**src/hw/rtl/rc4_pkg.sv**
```systemverilog
package rc4_pkg;

  localparam int unsigned BYTE_W      = 8;
  localparam int unsigned TABLE_DEPTH = 256;
  localparam int unsigned ADDR_W      = $clog2(TABLE_DEPTH);
  localparam int unsigned KEY_BYTES   = 16;
  localparam int unsigned KEY_IDX_W   = $clog2(KEY_BYTES);
  localparam int unsigned KEY_WORD_W  = 64;
  localparam int unsigned KEY_LEN_W   = 5;
  localparam int unsigned CFG_IDX_W   = 2;

  // Configuration register indexes
  localparam logic [CFG_IDX_W-1:0] REG_KEY_LOW  = 2'd0;
  localparam logic [CFG_IDX_W-1:0] REG_KEY_HIGH = 2'd1;
  localparam logic [CFG_IDX_W-1:0] REG_KEY_LEN  = 2'd2;

  localparam logic [KEY_LEN_W-1:0] KEY_LEN_RESET = 5'd16;

  // Sequencer states
  typedef enum logic [3:0] {
    ST_IDLE,
    ST_INIT,
    ST_KSA_RD_N,
    ST_KSA_RD_ACC,
    ST_KSA_WR_ACC,
    ST_KSA_WR_N,
    ST_RD_I,
    ST_RD_J,
    ST_SWAP_J,
    ST_SWAP_I,
    ST_RESULT
  } rc4_state_t;

  // Permutation memory access for one cycle
  typedef struct packed {
    logic              we;
    logic [ADDR_W-1:0] waddr;
    logic [BYTE_W-1:0] wdata;
    logic              re;
    logic [ADDR_W-1:0] raddr;
  } rc4_ram_req_t;

endpackage

```
**src/hw/rtl/rc4_in_if.sv**
```systemverilog
interface rc4_in_if;
  logic                          valid;
  logic                          ready;
  logic [rc4_pkg::BYTE_W-1:0]    data_byte;
  logic                          first_of_message;

  modport source (output valid, output data_byte, output first_of_message, input ready);
  modport sink   (input valid, input data_byte, input first_of_message, output ready);
endinterface

```
**src/hw/rtl/rc4_out_if.sv**
```systemverilog
interface rc4_out_if;
  logic                       valid;
  logic                       ready;
  logic [rc4_pkg::BYTE_W-1:0] out_byte;

  modport source (output valid, output out_byte, input ready);
  modport sink   (input valid, input out_byte, output ready);
endinterface

```
**src/hw/rtl/rc4_cfg_if.sv**
```systemverilog
interface rc4_cfg_if;
  logic                           valid;
  logic                           ready;
  logic [rc4_pkg::CFG_IDX_W-1:0]  index;
  logic [rc4_pkg::KEY_WORD_W-1:0] data;

  modport source (output valid, output index, output data, input ready);
  modport sink   (input valid, input index, input data, output ready);
endinterface

```
**src/hw/rtl/rc4_sbox_ram.sv**
```systemverilog
// 256 x 8 permutation store: one write port, one registered read port
module rc4_sbox_ram (
  input  logic                       clk,
  input  rc4_pkg::rc4_ram_req_t      req,
  output logic [rc4_pkg::BYTE_W-1:0] rdata
);

  logic [rc4_pkg::BYTE_W-1:0] mem [rc4_pkg::TABLE_DEPTH];

  // Read returns the contents before a write at the same edge
  always_ff @(posedge clk) begin
    if (req.we) begin
      mem[req.waddr] <= req.wdata;
    end
    if (req.re) begin
      rdata <= mem[req.raddr];
    end
  end

endmodule

```
**src/hw/rtl/rc4_stream_cipher.sv**
```systemverilog
// RC4 stream cipher, one byte per beat.
// Each beat runs RD_I, RD_J, SWAP_J, SWAP_I, RESULT; a new byte is taken only back in IDLE.
// A first-of-message beat (or the first beat after reset) adds the key schedule: an identity
// fill of all 256 entries, then a mixing step per entry: read S[n], read S[acc], write both back swapped.
// The state sequence is set by the access pattern on the permutation RAM (one read, one write port).
// Reset clears indices, schedule flag and key words, key length to 16; RAM is undefined.
module rc4_stream_cipher (
  input  logic clk,
  input  logic rst,
  rc4_cfg_if.sink   cfg,
  rc4_in_if.sink    din,
  rc4_out_if.source dout
);

  rc4_pkg::rc4_state_t   state;
  rc4_pkg::rc4_state_t   state_next;
  rc4_pkg::rc4_ram_req_t ram_req;

  logic [rc4_pkg::BYTE_W-1:0]       rdata;
  logic [rc4_pkg::KEY_WORD_W-1:0]   key_low;
  logic [rc4_pkg::KEY_WORD_W-1:0]   key_high;
  logic [2*rc4_pkg::KEY_WORD_W-1:0] key_all;
  logic [rc4_pkg::KEY_LEN_W-1:0]    key_len;
  logic [rc4_pkg::KEY_IDX_W-1:0]    key_last;
  logic [rc4_pkg::KEY_IDX_W-1:0]    kidx;
  logic [rc4_pkg::BYTE_W-1:0]       key_byte;

  logic [rc4_pkg::BYTE_W-1:0] data_reg;
  logic [rc4_pkg::ADDR_W-1:0] idx_i;
  logic [rc4_pkg::ADDR_W-1:0] idx_j;
  logic [rc4_pkg::ADDR_W-1:0] idx_i_inc;
  logic [rc4_pkg::ADDR_W-1:0] idx_t;
  logic [rc4_pkg::ADDR_W-1:0] n;
  logic [rc4_pkg::ADDR_W-1:0] acc;
  logic [rc4_pkg::ADDR_W-1:0] acc_sum;
  logic [rc4_pkg::BYTE_W-1:0] si;
  logic [rc4_pkg::BYTE_W-1:0] sj;
  logic [rc4_pkg::BYTE_W-1:0] keystream;
  logic                       sched_done;
  logic                       fwd_i;
  logic                       out_valid;
  logic [rc4_pkg::BYTE_W-1:0] out_byte;
  logic                       out_free;
  logic                       last_n;

  rc4_sbox_ram u_sbox (
    .clk   (clk),
    .req   (ram_req),
    .rdata (rdata)
  );

  // Configuration registers, always writable
  assign cfg.ready = 1'b1;

  always_ff @(posedge clk) begin
    if (rst) begin
      key_low  <= '0;
      key_high <= '0;
      key_len  <= rc4_pkg::KEY_LEN_RESET;
    end else if (cfg.valid) begin
      unique case (cfg.index)
        rc4_pkg::REG_KEY_LOW:  key_low  <= cfg.data;
        rc4_pkg::REG_KEY_HIGH: key_high <= cfg.data;
        rc4_pkg::REG_KEY_LEN:  key_len  <= cfg.data[rc4_pkg::KEY_LEN_W-1:0];
        default: ;
      endcase
    end
  end

  // Last used key byte index: length 0 acts as 1, above 16 saturates
  always_comb begin
    if (key_len == '0) begin
      key_last = '0;
    end else if (key_len > rc4_pkg::KEY_LEN_W'(rc4_pkg::KEY_BYTES)) begin
      key_last = rc4_pkg::KEY_IDX_W'(rc4_pkg::KEY_BYTES - 1);
    end else begin
      key_last = rc4_pkg::KEY_IDX_W'(key_len - 5'd1);
    end
  end

  assign key_all   = {key_high, key_low};
  assign key_byte  = key_all[{kidx, 3'b000} +: rc4_pkg::BYTE_W];
  assign idx_i_inc = idx_i + 8'd1;
  assign acc_sum   = acc + rdata + key_byte;
  assign idx_t     = si + sj;
  assign keystream = fwd_i ? sj : rdata;
  assign out_free  = !out_valid || dout.ready;
  assign last_n    = (n == rc4_pkg::ADDR_W'(rc4_pkg::TABLE_DEPTH - 1));

  // Next state
  always_comb begin
    state_next = state;
    unique case (state)
      rc4_pkg::ST_IDLE: begin
        if (din.valid) begin
          state_next = (din.first_of_message || !sched_done) ? rc4_pkg::ST_INIT
                                                             : rc4_pkg::ST_RD_I;
        end
      end
      rc4_pkg::ST_INIT: begin
        if (last_n) begin
          state_next = rc4_pkg::ST_KSA_RD_N;
        end
      end
      rc4_pkg::ST_KSA_RD_N:   state_next = rc4_pkg::ST_KSA_RD_ACC;
      rc4_pkg::ST_KSA_RD_ACC: state_next = rc4_pkg::ST_KSA_WR_ACC;
      rc4_pkg::ST_KSA_WR_ACC: state_next = rc4_pkg::ST_KSA_WR_N;
      rc4_pkg::ST_KSA_WR_N: begin
        state_next = last_n ? rc4_pkg::ST_RD_I : rc4_pkg::ST_KSA_RD_N;
      end
      rc4_pkg::ST_RD_I:   state_next = rc4_pkg::ST_RD_J;
      rc4_pkg::ST_RD_J:   state_next = rc4_pkg::ST_SWAP_J;
      rc4_pkg::ST_SWAP_J: state_next = rc4_pkg::ST_SWAP_I;
      rc4_pkg::ST_SWAP_I: state_next = rc4_pkg::ST_RESULT;
      rc4_pkg::ST_RESULT: begin
        if (out_free) begin
          state_next = rc4_pkg::ST_IDLE;
        end
      end
      default: state_next = rc4_pkg::ST_IDLE;
    endcase
  end

  // RAM port and handshake outputs
  always_comb begin
    ram_req   = '0;
    din.ready = 1'b0;
    unique case (state)
      rc4_pkg::ST_IDLE: din.ready = 1'b1;
      rc4_pkg::ST_INIT: begin
        ram_req.we    = 1'b1;
        ram_req.waddr = n;
        ram_req.wdata = n;
      end
      rc4_pkg::ST_KSA_RD_N: begin
        ram_req.re    = 1'b1;
        ram_req.raddr = n;
      end
      rc4_pkg::ST_KSA_RD_ACC: begin
        ram_req.re    = 1'b1;
        ram_req.raddr = acc_sum;
      end
      rc4_pkg::ST_KSA_WR_ACC: begin
        ram_req.we    = 1'b1;
        ram_req.waddr = acc;
        ram_req.wdata = si;
      end
      rc4_pkg::ST_KSA_WR_N: begin
        ram_req.we    = 1'b1;
        ram_req.waddr = n;
        ram_req.wdata = sj;
      end
      rc4_pkg::ST_RD_I: begin
        ram_req.re    = 1'b1;
        ram_req.raddr = idx_i_inc;
      end
      rc4_pkg::ST_RD_J: begin
        ram_req.re    = 1'b1;
        ram_req.raddr = idx_j + rdata;
      end
      rc4_pkg::ST_SWAP_J: begin
        ram_req.we    = 1'b1;
        ram_req.waddr = idx_j;
        ram_req.wdata = si;
      end
      rc4_pkg::ST_SWAP_I: begin
        // S[i] is written at this edge, so a read of it is forwarded
        ram_req.we    = 1'b1;
        ram_req.waddr = idx_i;
        ram_req.wdata = sj;
        ram_req.re    = 1'b1;
        ram_req.raddr = idx_t;
      end
      rc4_pkg::ST_RESULT: ;
      default: ;
    endcase
  end

  // Control state
  always_ff @(posedge clk) begin
    if (rst) begin
      state      <= rc4_pkg::ST_IDLE;
      sched_done <= 1'b0;
      idx_i      <= '0;
      idx_j      <= '0;
      out_valid  <= 1'b0;
    end else begin
      state <= state_next;
      if (state == rc4_pkg::ST_KSA_WR_N && last_n) begin
        sched_done <= 1'b1;
        idx_i      <= '0;
        idx_j      <= '0;
      end
      if (state == rc4_pkg::ST_RD_I) begin
        idx_i <= idx_i_inc;
      end
      if (state == rc4_pkg::ST_RD_J) begin
        idx_j <= idx_j + rdata;
      end
      if (state == rc4_pkg::ST_RESULT && out_free) begin
        out_valid <= 1'b1;
      end else if (dout.ready) begin
        out_valid <= 1'b0;
      end
    end
  end

  // Datapath registers
  always_ff @(posedge clk) begin
    unique case (state)
      rc4_pkg::ST_IDLE: begin
        data_reg <= din.data_byte;
        n        <= '0;
        acc      <= '0;
        kidx     <= '0;
      end
      rc4_pkg::ST_INIT: n <= n + 8'd1;
      rc4_pkg::ST_KSA_RD_ACC: begin
        si  <= rdata;
        acc <= acc_sum;
      end
      rc4_pkg::ST_KSA_WR_ACC: sj <= rdata;
      rc4_pkg::ST_KSA_WR_N: begin
        n    <= n + 8'd1;
        kidx <= (kidx == key_last) ? '0 : kidx + 4'd1;
      end
      rc4_pkg::ST_RD_J:   si <= rdata;
      rc4_pkg::ST_SWAP_J: sj <= rdata;
      rc4_pkg::ST_SWAP_I: fwd_i <= (idx_t == idx_i);
      rc4_pkg::ST_RESULT: begin
        if (out_free) begin
          out_byte <= data_reg ^ keystream;
        end
      end
      default: ;
    endcase
  end

  assign dout.valid    = out_valid;
  assign dout.out_byte = out_byte;

endmodule

```
**src/flat_wrapper.sv**
```systemverilog
// flat-port wrapper written by rule: the top's interface ports become plain ports
module rc4_stream_cipher_flat 
  (clk, rst, cfg_valid, cfg_index, cfg_data, cfg_ready, din_valid, din_data_byte, din_first_of_message, din_ready, dout_valid, dout_out_byte, dout_ready);
  rc4_cfg_if cfg_i ();
  rc4_in_if din_i ();
  rc4_out_if dout_i ();
  input  logic clk;
  input  logic rst;
  input wire logic [$bits(cfg_i.valid)-1:0] cfg_valid;
  input wire logic [$bits(cfg_i.index)-1:0] cfg_index;
  input wire logic [$bits(cfg_i.data)-1:0] cfg_data;
  output wire logic [$bits(cfg_i.ready)-1:0] cfg_ready;
  input wire logic [$bits(din_i.valid)-1:0] din_valid;
  input wire logic [$bits(din_i.data_byte)-1:0] din_data_byte;
  input wire logic [$bits(din_i.first_of_message)-1:0] din_first_of_message;
  output wire logic [$bits(din_i.ready)-1:0] din_ready;
  output wire logic [$bits(dout_i.valid)-1:0] dout_valid;
  output wire logic [$bits(dout_i.out_byte)-1:0] dout_out_byte;
  input wire logic [$bits(dout_i.ready)-1:0] dout_ready;
  assign cfg_i.valid = cfg_valid;
  assign cfg_i.index = cfg_index;
  assign cfg_i.data = cfg_data;
  assign cfg_ready = cfg_i.ready;
  assign din_i.valid = din_valid;
  assign din_i.data_byte = din_data_byte;
  assign din_i.first_of_message = din_first_of_message;
  assign din_ready = din_i.ready;
  assign dout_valid = dout_i.valid;
  assign dout_out_byte = dout_i.out_byte;
  assign dout_i.ready = dout_ready;
  rc4_stream_cipher u_core (.clk(clk), .rst(rst), .cfg(cfg_i), .din(din_i), .dout(dout_i));
endmodule
```
**config.mk**
```make
export PLATFORM = sky130hd
export DESIGN_NAME = rc4_stream_cipher_flat
export DESIGN_NICKNAME = d
export VERILOG_FILES = /design/src/hw/rtl/rc4_pkg.sv /design/src/hw/rtl/rc4_in_if.sv /design/src/hw/rtl/rc4_out_if.sv /design/src/hw/rtl/rc4_cfg_if.sv /design/src/hw/rtl/rc4_sbox_ram.sv /design/src/hw/rtl/rc4_stream_cipher.sv /design/src/flat_wrapper.sv
export SDC_FILE = /design/constraint.sdc
export NUM_CORES = 2
export LEC_CHECK = 0
export BUFFER_PORTS_ARGS = -buffer_cell sky130_fd_sc_hd__buf_2
export CORE_ASPECT_RATIO = 1.75
export CORE_MARGIN = 4
export CORE_UTILIZATION = 50
export DETAILED_ROUTE_END_ITERATION = 16
export PLACE_DENSITY_LB_ADDON = 0.3
export SYNTH_ARGS = -nofsm -noshare
export SYNTH_HDL_FRONTEND = slang
export SYNTH_HIERARCHICAL = 1
export SYNTH_SLANG_ARGS = --single-unit
```
**constraint.sdc**
```tcl
create_clock -name clk -period 9.8 [get_ports clk]
set_input_delay 2.45 -clock clk [delete_from_list [all_inputs] [get_ports clk]]
set_output_delay 2.45 -clock clk [all_outputs]
set_load 0.02 [all_outputs]
```
==> metrics.txt <==
leakage power of the design=30.0 nW; Synth Warn #=6; number of synthesized register bits=about 2300; power density of the placed cells=about 200 mW/mm²; deepest level of the CTS H-tree=4; number of setup violations in the final report=0; synthesized-area fraction occupied by and/or/nand/nor cells=0.0429; Root Buffer Master=sky130_fd_sc_hd__clkbuf_16; parity-gate share of the synthesized area counting xor and xnor cells=0.00504; I/O pins=91; remaining antenna violation count after routing=0; post-synthesis area per instance=18.4 µm²; global placer's final weighted congestion=0.918; number of violations reported at the end of detailed-routing iteration 0=between 5000 and 6000; buffer depth of the longest clock path=4; total chip power=19.4 mW; Syn Nets=5022; Largest register FFs=2048; classification of the worst setup path=flop to flop; row count=just over 200; hold_buf cts=0; worst clock skew=0.0468 ns; share of the yosys chip area belonging to registers=0.738; post-layout instance area=0.0990 mm²; # port buffers=89; type of element launching the critical path=flop; arrival time of the worst setup path=8.83 ns; number of buffers created by CTS=194; postcts setup bufs=0; final number of hold-violating endpoints=0; transition time at the pin with the least slew margin=1.33 ns; largest fanout on the critical path=33; setup repair after global routing missed its margin=no; layout cell share with drive strength beyond 1=0.192; CORE AREA=0.179 mm²; estimated wirelength of the detail-placed design=148000 µm; global-route total usage across every layer=0.246; Vert. Die Dim=569 µm; Setup Total Neg Slack=0 ns; number of standard cells after synthesis=4907; fill cell count=about 14000; antenna violations before repair=5; vias in the first global route=48000; FFs w/ async S/R, synth=0; worst setup slack before clock tree synthesis=about 2.0 ns; area after detailed placement=0.0929 mm²; signed area change from the synthesized netlist to the final layout=9.91%; via density per instance=approximately 6.3; largest voltage drop on the vdd net=around 210 µV; grt ovf=0; Post-Route Hold Slack=0.452 ns; global-route wire length before repair=336000 µm; largest registers ranked by flip-flop count=u_core/u_sbox/mem (2048), u_core/key_high (64), u_core/key_low (64); initial core utilization=0.504; Max Clk Rate=between 100 and 150 MHz; clock transition at the register clock pins on the worst setup and hold paths after CTS=around 0.070 ns; Top FF cell, synth=sky130_fd_sc_hd__edfxtp_1; Maximum Capacitance Violations=0; Clock Sink Count=2264; layout net count=5093; number of pins exceeding their max-slew limit in the final report=0; Required @ worst endpoint=approximately 10 ns; kind of path behind the tightest hold check=flop to flop; Routed wire per std cell=roughly 31 µm; vias post-DR=roughly 48000; adder-cell area share of the yosys netlist=0.00592; Die W=between 300 and 400 µm; number of cells upsized or downsized after cts=0; die outline area=0.187 mm²; number of distinct library cells after synthesis=74; first-pass iteration count of the detailed router=6; drt drc=0; maximum number of pins on one net before global-route repair=166; Worst-Skew Late Latency=0.83 ns; Largest Register=u_core/u_sbox/mem; Final min period=8.19 ns; wire length after detailed routing=232000 µm; share of the cycle needed by the critical path after routing=0.835; slack of the critical path=1.61 ns; synthesized cell area=0.0901 mm²; mux cell area share after synthesis=0.139; element type at the critical path end=flop; number of enable-type register cells in the synthesized netlist=2109; combinational family with the most area after synthesis=multiplexers; run status=finished, final reports clean; clock tree from TritonCTS=done; Max transition margin=0.103; Compound-Gate Fraction of Synth Area=0.0492
## power by group
part	switching (mW)	total, mW	internal [mW]
Combinational	0.769	1.10	0.329
Sequential	0.0538	10.7	10.7
Clock	3.35	7.57	4.22
Total	4.18	19.4	15.2
## cells in the mapped netlist (11+ instances only)
| library cell | number | share of area |
|---|---|---|
| sky130_fd_sc_hd__nand2_1 | 340 | 0.014 |
| sky130_fd_sc_hd__dfxtp_1 | 155 | 0.034 |
| sky130_fd_sc_hd__ha_1 | 25 | 0.0035 |
| sky130_fd_sc_hd__buf_4 | 28 | 0.0023 |
| sky130_fd_sc_hd__o21ai_0 | 47 | 0.0026 |
| sky130_fd_sc_hd__buf_6 | 22 | 0.0028 |
| sky130_fd_sc_hd__nor3_1 | 31 | 0.0017 |
| sky130_fd_sc_hd__nand4_1 | 12 | 0.00083 |
| sky130_fd_sc_hd__a211oi_1 | 19 | 0.0016 |
| sky130_fd_sc_hd__o211ai_1 | 14 | 0.0012 |
| sky130_fd_sc_hd__nor2b_1 | 37 | 0.0026 |
| sky130_fd_sc_hd__nand3_1 | 42 | 0.0023 |
| sky130_fd_sc_hd__edfxtp_1 | 2109 | 0.70 |
| sky130_fd_sc_hd__buf_1 | 32 | 0.0013 |
| sky130_fd_sc_hd__nand2b_1 | 16 | 0.0011 |
| sky130_fd_sc_hd__a222oi_1 | 11 | 0.0012 |
| sky130_fd_sc_hd__xor2_1 | 16 | 0.0016 |
| sky130_fd_sc_hd__a22oi_1 | 161 | 0.013 |
| sky130_fd_sc_hd__mux2i_1 | 175 | 0.019 |
| sky130_fd_sc_hd__buf_8 | 14 | 0.0023 |
| sky130_fd_sc_hd__nor2_1 | 334 | 0.014 |
| sky130_fd_sc_hd__buf_2 | 33 | 0.0018 |
| sky130_fd_sc_hd__o22ai_1 | 31 | 0.0022 |
| sky130_fd_sc_hd__o221ai_1 | 46 | 0.0045 |
| sky130_fd_sc_hd__mux4_2 | 473 | 0.12 |
| sky130_fd_sc_hd__a21oi_1 | 260 | 0.014 |
| sky130_fd_sc_hd__nor4_1 | 26 | 0.0018 |
| sky130_fd_sc_hd__xnor2_1 | 34 | 0.0033 |
| sky130_fd_sc_hd__inv_1 | 26 | 0.0011 |
| sky130_fd_sc_hd__a221oi_1 | 25 | 0.0024 |
| sky130_fd_sc_hd__clkbuf_1 | 173 | 0.0072 |
## through the flow
stage | util | cells
floorplan | - | 4907
global placement | 0.519 | 7154
detailed placement | 0.519 | 7162
CTS | 0.554 | 7498
global route | 0.554 | 7499
finish | 0.554 | 7501
## routing by layer
| metal | vias to the layer above | track usage | share of wire |
|---|---|---|---|
| li1 | 19900 | - | - |
| met1 | 24800 | 0.283 | 0.34 |
| met2 | 2168 | 0.438 | 0.53 |
| met3 | 628 | 0.0316 | 0.065 |
| met4 | 2 | 0.151 | 0.073 |
| met5 | - | 0 | 0.000030 |
## logic make-up after synthesis
| family | count (synthesis) |
|---|---|
| adder cells (fa/ha/maj) | 37 |
| flip-flops | 2264 |
| multiplexers | 652 |
| XOR/XNOR | 51 |
| AO/OA/AOI/OAI | 673 |
| AND/OR/NAND/NOR | 892 |
| other | 1 |
| buffers and inverters | 337 |
## layout by cell type (no fill, tap or decap), types with 14 or more instances in the layout
cell type                   count
sky130_fd_sc_hd__nor2b_1       34
sky130_fd_sc_hd__dfxtp_1      155
sky130_fd_sc_hd__clkinv_2      30
sky130_fd_sc_hd__ha_1          25
sky130_fd_sc_hd__o21ai_0       43
sky130_fd_sc_hd__bufinv_16     20
sky130_fd_sc_hd__nand3_1       41
sky130_fd_sc_hd__a221oi_1      25
sky130_fd_sc_hd__a211oi_1      19
sky130_fd_sc_hd__o221ai_1      46
sky130_fd_sc_hd__clkbuf_16    198
sky130_fd_sc_hd__edfxtp_1    2109
sky130_fd_sc_hd__mux4_2       473
sky130_fd_sc_hd__nor4_2        17
sky130_fd_sc_hd__a22oi_1      161
sky130_fd_sc_hd__nand2b_1      16
sky130_fd_sc_hd__mux2i_1      175
sky130_fd_sc_hd__buf_2         88
sky130_fd_sc_hd__nor2_1       330
sky130_fd_sc_hd__nor3_1        31
sky130_fd_sc_hd__xnor2_1       34
sky130_fd_sc_hd__inv_1         18
sky130_fd_sc_hd__a21oi_1      260
sky130_fd_sc_hd__clkinv_1      34
sky130_fd_sc_hd__o22ai_1       31
sky130_fd_sc_hd__xor2_1        16
sky130_fd_sc_hd__buf_4         83
sky130_fd_sc_hd__nand2_1      338
sky130_fd_sc_hd__o211ai_1      14
sky130_fd_sc_hd__clkbuf_1      37
## worst max-delay path, stage by stage (launching register included)
cell                       delay [ns]
sky130_fd_sc_hd__edfxtp_1        0.71
sky130_fd_sc_hd__nor2b_1         0.82
sky130_fd_sc_hd__nand2_1         0.15
sky130_fd_sc_hd__nand2_1         0.12
sky130_fd_sc_hd__a21oi_1         0.07
sky130_fd_sc_hd__o21ai_0         0.24
sky130_fd_sc_hd__nand2_1         0.14
sky130_fd_sc_hd__fa_1            0.53
sky130_fd_sc_hd__ha_1            0.17
sky130_fd_sc_hd__inv_1           0.06
sky130_fd_sc_hd__fa_1            0.51
sky130_fd_sc_hd__o21ai_0         0.23
sky130_fd_sc_hd__a211o_4         0.58
sky130_fd_sc_hd__buf_4           0.58
sky130_fd_sc_hd__nand2_1         0.87
sky130_fd_sc_hd__o221ai_1        0.59
sky130_fd_sc_hd__a21oi_1         0.12
sky130_fd_sc_hd__nor3_1          0.82
sky130_fd_sc_hd__nor4_2          0.13
sky130_fd_sc_hd__buf_4           0.23
sky130_fd_sc_hd__nor4_2          0.21
## worst paths after layout
path / from / to / slack (ns) / cells after the start
setup / recovery: u_core/kidx[2] / u_core/u_sbox/rdata[0] / 1.61 / 20
hold / removal: u_core/key_low[35] / u_core/key_low[35] / 0.45 / 2
setup reg to reg: u_core/kidx[2] / u_core/u_sbox/rdata[0] / 1.61 / 20
hold reg to reg: u_core/key_low[35] / u_core/key_low[35] / 0.45 / 2
## layout make-up
class | instances | area (µm²) | area share
diodes | 3 | 7.51 | 0.0000758
well taps | 2380 | 2980 | 0.0301
repair buffers | 185 | 1340 | 0.0135
multi-input cells | 2306 | 22000 | 0.222
flip-flops and latches | 2264 | 66400 | 0.671
clock buffers | 235 | 5090 | 0.0515
clock inverters | 101 | 1020 | 0.0103
inverters | 27 | 161 | 0.00163
Note: power is estimated with default switching activity, not from simulation.
